`config.mk`:
```
export PLATFORM = sky130hd
export DESIGN_NAME = crc16_frame_builder
export DESIGN_NICKNAME = d
export VERILOG_FILES = /design/src/rtl/crcfb_pkg.sv /design/src/rtl/crc16_frame_builder.sv
export SDC_FILE = /design/constraint.sdc
export NUM_CORES = 1
export LEC_CHECK = 0
export BUFFER_PORTS_ARGS = -buffer_cell sky130_fd_sc_hd__buf_2
export CORE_MARGIN = 10
export CORE_UTILIZATION = 40
export DETAILED_ROUTE_END_ITERATION = 10
export SYNTH_ARGS = -nofsm -noshare
export SYNTH_HDL_FRONTEND = slang
export SYNTH_SLANG_ARGS = --single-unit
```
`constraint.sdc`:
```
create_clock -name clk -period 5.2 [get_ports clk]
set_input_delay 0.26 -clock clk [delete_from_list [all_inputs] [get_ports clk]]
set_output_delay 0.26 -clock clk [all_outputs]
set_load 0.02 [all_outputs]
```
`src/rtl/crcfb_pkg.sv`:
```
// crcfb_pkg: shared types, register indexes and crc helper for the frame builder
`default_nettype none

package crcfb_pkg;

    localparam int unsigned BYTE_W  = 8;
    localparam int unsigned CRC_W   = 16;
    localparam int unsigned LEN_W   = 16;
    localparam int unsigned CFG_IDX_W  = 2;
    localparam int unsigned CFG_DATA_W = 16;

    localparam logic [CRC_W-1:0] CRC_INIT = 16'hFFFF;
    localparam logic [CRC_W-1:0] CRC_POLY = 16'h1021;

    localparam logic [BYTE_W-1:0] START_BYTE_RST     = 8'hAA;
    localparam logic [BYTE_W-1:0] FRAME_TYPE_RST     = 8'h01;
    localparam logic [LEN_W-1:0]  PAYLOAD_LENGTH_RST = 16'd73;
    localparam logic              CORRUPT_CHECK_RST  = 1'b0;

    typedef enum logic [CFG_IDX_W-1:0] {
        REG_START_BYTE     = 2'd0,
        REG_FRAME_TYPE     = 2'd1,
        REG_PAYLOAD_LENGTH = 2'd2,
        REG_CORRUPT_CHECK  = 2'd3
    } cfg_reg_t;

    typedef enum logic [2:0] {
        PH_START,
        PH_TYPE,
        PH_LEN_LO,
        PH_LEN_HI,
        PH_DATA,
        PH_CHK_LO,
        PH_CHK_HI
    } phase_t;

    // one byte of crc-16/ccitt-false, msb first
    function automatic logic [CRC_W-1:0] crc16_byte(input logic [CRC_W-1:0] crc_in,
                                                    input logic [BYTE_W-1:0] data);
        logic [CRC_W-1:0] c;
        c = crc_in ^ {data, 8'h00};
        for (int i = 0; i < BYTE_W; i++)
        begin
            if (c[CRC_W-1])
            begin
                c = {c[CRC_W-2:0], 1'b0} ^ CRC_POLY;
            end
            else
            begin
                c = {c[CRC_W-2:0], 1'b0};
            end
        end
        return c;
    endfunction

endpackage

`default_nettype wire

```
`src/rtl/crc16_frame_builder.sv`:
```
// crc16_frame_builder: byte framer with header, pass-through payload and crc-16 trailer
// path: a payload byte is held in the item registers, then in the output register;
// one that opens a frame goes out after the start, type and two length beats
// throughput: one output beat per cycle from the single emit stage while not stalled;
// an input beat every cycle mid-frame, held off while header and trailer beats go out
// reset: config registers take their reset values, no frame open, crc at 0xffff, no beats held
`default_nettype none

module crc16_frame_builder
    import crcfb_pkg::*;
(
    input  wire logic                  clk,
    input  wire logic                  rst_n,

    input  wire logic                  cfg_valid,
    output logic                       cfg_ready,
    input  wire logic [CFG_IDX_W-1:0]  cfg_index,
    input  wire logic [CFG_DATA_W-1:0] cfg_data,

    input  wire logic                  in_valid,
    output logic                       in_stall,
    input  wire logic [BYTE_W-1:0]     payload_byte,

    output logic                       out_valid,
    input  wire logic                  out_stall,
    output logic [BYTE_W-1:0]          out_byte,
    output logic                       run_last,
    output logic                       frame_end
);

    logic [BYTE_W-1:0] start_byte_reg;
    logic [BYTE_W-1:0] frame_type_reg;
    logic [LEN_W-1:0]  payload_length_reg;
    logic              corrupt_check_reg;

    logic [LEN_W-1:0]  bytes_taken_reg;
    logic [LEN_W-1:0]  bytes_taken_next;
    logic [CRC_W-1:0]  crc_reg;
    logic [CRC_W-1:0]  crc_next;

    logic              item_valid_reg;
    logic              item_valid_next;
    phase_t            phase_reg;
    phase_t            phase_next;
    logic [BYTE_W-1:0] item_start_reg;
    logic [BYTE_W-1:0] item_type_reg;
    logic [LEN_W-1:0]  item_len_reg;
    logic              item_flip_reg;
    logic              item_close_reg;
    logic [BYTE_W-1:0] item_data_reg;

    logic              out_valid_reg;
    logic [BYTE_W-1:0] out_byte_reg;
    logic              run_last_reg;
    logic              frame_end_reg;

    logic              in_accept;
    logic              emit;
    logic              emit_last;
    logic              emit_end;
    logic [BYTE_W-1:0] emit_byte;
    logic [BYTE_W-1:0] flip_mask;
    logic [LEN_W-1:0]  taken_plus;
    logic              frame_open;
    logic              frame_close;

    // configuration
    assign cfg_ready = 1'b1;

    always_ff @(posedge clk or negedge rst_n)
    begin
        if (!rst_n)
        begin
            start_byte_reg     <= START_BYTE_RST;
            frame_type_reg     <= FRAME_TYPE_RST;
            payload_length_reg <= PAYLOAD_LENGTH_RST;
            corrupt_check_reg  <= CORRUPT_CHECK_RST;
        end
        else if (cfg_valid && cfg_ready)
        begin
            unique case (cfg_reg_t'(cfg_index))
                REG_START_BYTE:     start_byte_reg     <= cfg_data[BYTE_W-1:0];
                REG_FRAME_TYPE:     frame_type_reg     <= cfg_data[BYTE_W-1:0];
                REG_PAYLOAD_LENGTH: payload_length_reg <= cfg_data[LEN_W-1:0];
                REG_CORRUPT_CHECK:  corrupt_check_reg  <= cfg_data[0];
                default:            ;
            endcase
        end
    end

    // input side
    assign in_accept   = in_valid && !in_stall;
    assign taken_plus  = bytes_taken_reg + LEN_W'(1);
    assign frame_open  = (bytes_taken_reg == '0);
    assign frame_close = (taken_plus == payload_length_reg);
    assign in_stall    = item_valid_reg && !(emit && emit_last);

    always_comb
    begin
        bytes_taken_next = bytes_taken_reg;
        if (in_accept)
        begin
            bytes_taken_next = frame_close ? '0 : taken_plus;
        end
    end

    // emit stage
    assign emit      = item_valid_reg && (!out_valid_reg || !out_stall);
    assign flip_mask = {BYTE_W{item_flip_reg}};

    always_comb
    begin
        emit_byte  = item_data_reg;
        emit_last  = 1'b0;
        emit_end   = 1'b0;
        crc_next   = crc_reg;
        phase_next = phase_reg;
        unique case (phase_reg)
            PH_START:
            begin
                emit_byte  = item_start_reg;
                crc_next   = CRC_INIT;
                phase_next = PH_TYPE;
            end
            PH_TYPE:
            begin
                emit_byte  = item_type_reg;
                crc_next   = crc16_byte(crc_reg, item_type_reg);
                phase_next = PH_LEN_LO;
            end
            PH_LEN_LO:
            begin
                emit_byte  = item_len_reg[BYTE_W-1:0];
                crc_next   = crc16_byte(crc_reg, item_len_reg[BYTE_W-1:0]);
                phase_next = PH_LEN_HI;
            end
            PH_LEN_HI:
            begin
                emit_byte  = item_len_reg[LEN_W-1:BYTE_W];
                crc_next   = crc16_byte(crc_reg, item_len_reg[LEN_W-1:BYTE_W]);
                phase_next = PH_DATA;
            end
            PH_DATA:
            begin
                emit_byte  = item_data_reg;
                crc_next   = crc16_byte(crc_reg, item_data_reg);
                emit_last  = !item_close_reg;
                phase_next = PH_CHK_LO;
            end
            PH_CHK_LO:
            begin
                emit_byte  = crc_reg[BYTE_W-1:0] ^ flip_mask;
                phase_next = PH_CHK_HI;
            end
            PH_CHK_HI:
            begin
                emit_byte  = crc_reg[CRC_W-1:BYTE_W] ^ flip_mask;
                emit_last  = 1'b1;
                emit_end   = 1'b1;
                crc_next   = CRC_INIT;
                phase_next = PH_START;
            end
            default:
            begin
                phase_next = PH_START;
            end
        endcase
        if (!emit)
        begin
            crc_next   = crc_reg;
            phase_next = phase_reg;
        end
        if (in_accept)
        begin
            phase_next = frame_open ? PH_START : PH_DATA;
        end
    end

    always_comb
    begin
        item_valid_next = item_valid_reg;
        if (in_accept)
        begin
            item_valid_next = 1'b1;
        end
        else if (emit && emit_last)
        begin
            item_valid_next = 1'b0;
        end
    end

    always_ff @(posedge clk or negedge rst_n)
    begin
        if (!rst_n)
        begin
            bytes_taken_reg <= '0;
            crc_reg         <= CRC_INIT;
            item_valid_reg  <= 1'b0;
            phase_reg       <= PH_START;
            out_valid_reg   <= 1'b0;
        end
        else
        begin
            bytes_taken_reg <= bytes_taken_next;
            crc_reg         <= crc_next;
            item_valid_reg  <= item_valid_next;
            phase_reg       <= phase_next;
            if (emit)
            begin
                out_valid_reg <= 1'b1;
            end
            else if (!out_stall)
            begin
                out_valid_reg <= 1'b0;
            end
        end
    end

    // item and output payload
    always_ff @(posedge clk)
    begin
        if (in_accept)
        begin
            item_start_reg <= start_byte_reg;
            item_type_reg  <= frame_type_reg;
            item_len_reg   <= payload_length_reg;
            item_flip_reg  <= corrupt_check_reg;
            item_close_reg <= frame_close;
            item_data_reg  <= payload_byte;
        end
        if (emit)
        begin
            out_byte_reg  <= emit_byte;
            run_last_reg  <= emit_last;
            frame_end_reg <= emit_end;
        end
    end

    assign out_valid = out_valid_reg;
    assign out_byte  = out_byte_reg;
    assign run_last  = run_last_reg;
    assign frame_end = frame_end_reg;

    // checks
    a_end_is_last: assert property (@(posedge clk) disable iff (!rst_n)
        out_valid && frame_end |-> run_last)
        else $error("frame end beat without last flag");

    a_idle_no_stall: assert property (@(posedge clk) disable iff (!rst_n)
        !item_valid_reg |-> !in_stall)
        else $error("input stalled with no item held");

    a_accept_loads: assert property (@(posedge clk) disable iff (!rst_n)
        in_accept |=> item_valid_reg)
        else $error("accepted beat not held");

    a_crc_restart: assert property (@(posedge clk) disable iff (!rst_n)
        emit && !in_accept && phase_reg == PH_CHK_HI |=> crc_reg == CRC_INIT)
        else $error("crc not restarted after trailer");

endmodule

`default_nettype wire
```
==> flow_metrics.py <==
metrics = {
    "yosys": {
        "synth_area_um2": 7280,
        "synth_top_cell_area_share_pct": 21.5,
        "synth-seq-area-share_pct": 46.0,
        "synth-async-reset-ratio_pct": 57.4,
        "yosys.area.top_type": "edfxtp_1",
        "synth_nets": 716,
        "yosysWarnings": 0,
        "synthTopCellsByArea": "edfxtp_1 (21%), dfrtp_1 (16%), dfstp_2 (8.7%), xnor2_1 (8.7%), mux2_2 (5.6%)",
        "synth-main-ff-cell": "edfxtp_1",
        "syn_inst": 683,
        "yosysUniqueCellTypes": 74,
        "synth_edf_count": 52,
        "synth.avg_cell_area_um2": 10.7,
        "ys_ff_latch": 122,
    },
    "critical_path": {
        "worstPathArrival_ns": 3.88,
        "critPathLaunchType": "register",
        "crit_type": "register to register",
        "cp.required_ns": 5.44,
        "endpoint_kind": "register",
        "cp_max_fo": 15,
    },
    "layout": {
        "area_growth_pct": 13.4,
        "fin_nets": 747,
        "drive_gt1_share_pct": 22.8,
        "mostFrequentLayoutCells": "xnor2_1 (72), nand2_1 (58), edfxtp_1 (52)",
        "layout_commonest_cell": "xnor2_1",
        "fill_cells": 1676,
        "antennaDiodeCount": 0,
    },
    "flow_run": {
        "max_cap_violations": 0,
    },
    "routing": {
        "ant_nets": 0,
        "first_pass_iters": 5,
        "drt_wl_total_mm": 19.5,
        "wl_per_cell_um": 20.4,
        "via_per_inst": 5.76,
        "drt_iter0_drc": 499,
        "drc": 0,
        "vias": 5502,
    },
    "placement": {
        "pre_cts_slack_ns": 1.52,
        "io_buffers": 42,
        "post-dp-hpwl_mm": 13.7,
        "routabilityCongestion": 0.893,
    },
    "floorplanning": {
        "core_area_um2": 17900,
        "die-area_um2": 24000,
        "rows": 49,
        "die_width_um": 155,
        "die_y_um": 155,
        "start_util_pct": 40.6,
        "io_pins": 44,
    },
    "power": {
        "ir_drop_uv": 336,
        "p_leak_nw": 3.09,
        "power_density_nw_per_um2": 620,
        "seqPwrFrac_pct": 32.2,
        "internal_power_w": 0.00304,
        "pwr-share-clk_pct": 22.4,
        "p_switching_w": 0.00207,
        "swShare_pct": 40.5,
        "power_frac_comb_pct": 45.5,
    },
    "clocking": {
        "worstSkewPairLatency_ns": 0.43,
        "cts.hold.buffers_added": 4,
        "root_buffer": "clkbuf_16",
        "htreeDepth": 4,
        "path_clk_slew_ns": 0.06,
        "cts.sinks": 122,
        "clock_path_buffers": 2,
        "cts_buffers": 17,
        "cts_tree": "yes",
        "postCtsSetupBuffers": 0,
        "cts_resized": 0,
    },
    "timing": {
        "slew_viol_final": 0,
        "final_hold_viol_count": 0,
        "rsz0062_at_grt": "false",
        "fin_tns_setup_ns": 0,
        "finalSetupViolations": 0,
        "skew_ns": 0.0112,
        "worst_pin_slew_ns": 1.23,
        "max_freq_mhz": 275,
        "period_minus_slack_ns": 3.63,
        "fin_crit_sh_pct": 69.9,
        "fin_ws_ns": 1.57,
        "slew-limit-headroom_pct": 17.5,
    },
    "hold_path": {
        "min_path_type": "primary input to register",
    },
    "grt": {
        "grt_pass1_vias": 5540,
        "grt_max_degree": 71,
        "track_usage_pct": 16.5,
        "grt_pass1_wl_mm": 31.5,
        "overflow": 0,
        "antenna_found_initial": 0,
    },
    "status": {
        "status": "completed",
    },
}
area by class of cell:
cell class	count	area, um^2	area share [%]
Clock inverter	12	115	1.39
Multi-Input combinational cell	507	3690	44.8
Inverter	12	45.0	0.546
Clock buffer	20	458	5.55
Sequential cell	122	3340	40.5
Tap cell	229	287	3.47
Timing Repair Buffer	54	310	3.76
power by group through the flow:
stage | clock [W] | combinational [W] | sequential [W]
2_1_floorplan | 0 | 0.00183 | 0.00155
3_3_place_gp | 0 | 0.00223 | 0.00165
3_5_place_dp | 0 | 0.00228 | 0.00166
4_1_cts | 0.00117 | 0.00230 | 0.00164
5_1_grt | 0.00121 | 0.00254 | 0.00168
6_report | 0.00114 | 0.00233 | 0.00165
worst max-delay path: stages, from the launching register on:
cell      delay (ns)
dfrtp_1         0.54
ha_1            0.36
nand3_2         0.32
nor4_1          0.60
mux2i_1         0.29
nand4b_1        0.22
nor4_4          0.97
nor3_1          0.14
cell families (layout without fill, tap and decap cells):
family | Yosys count | after routing | synth area share [%]
and+or+nand+nor | 198 | 198 | 14.9
AOI/OAI and AO/OA | 148 | 148 | 13.4
DFF | 122 | 122 | 46.0
xor gates and xnor gates | 109 | 109 | 14.3
buffers and inverters | 54 | 98 | 3.28
muxes | 49 | 49 | 7.70
adders and majority gates | 2 | 2 | 0.344
other | 1 | 1 | 0.0515
metal layers:
metal / global-route usage [%] / vias to the layer above / share of wire (%)
met4: 6.79 / 0 / 2.8
met2: 24.4 / 207 / 44
met3: 4.19 / 39 / 6.3
met5: 0 / - / 0
met1: 22.3 / 2696 / 46
li1: - / 2560 / -
final timing paths:
kind / from / endpoint / slack (ns) / depth (start not counted)
worst max-delay path: bytes_taken_reg[0] / bytes_taken_reg[3] / 1.57 / 7
worst min register to register: frame_type_reg[1] / item_type_reg[1] / 0.45 / 0
worst min-delay path: payload_byte[5] / item_data_reg[5] / 0.02 / 1
worst max register to register: bytes_taken_reg[0] / bytes_taken_reg[3] / 1.57 / 7
min in group asynchronous: rst_n / bytes_taken_reg[8] / 0.07 / 2
max in group asynchronous: rst_n / bytes_taken_reg[3] / 4.51 / 2
metrics by stage:
step                      instances  hold WS, ns  cell area [um^2]  util, %  power [W]
after floorplan                 683      -0.0356              7280        -    0.00338
after global placement          920        0.429              7640     42.7    0.00388
after detailed placement        920        0.435              7640     42.7    0.00394
after CTS                       956     0.000644              8250     46.1    0.00511
after global routing            956      0.00975              8250     46.1    0.00543
final                           956       0.0161              8250     46.1    0.00511
Yosys cell counts, types with 6 or more instances:
cell / number
a211oi_1: 6
a21oi_1: 31
a221oi_1: 10
and3_1: 9
buf_4: 6
clkbuf_1: 25
dfrtp_1: 46
dfstp_2: 24
edfxtp_1: 52
inv_1: 12
mux2_2: 36
mux2i_1: 11
nand2_1: 58
nand2b_1: 9
nand3_1: 13
nor2_1: 47
nor2b_1: 6
nor3_1: 10
nor3_2: 10
nor4_1: 10
o21ai_0: 36
o221ai_1: 6
o22ai_1: 18
xnor2_1: 72
xor2_1: 30
(Power assumes the default switching activity.)
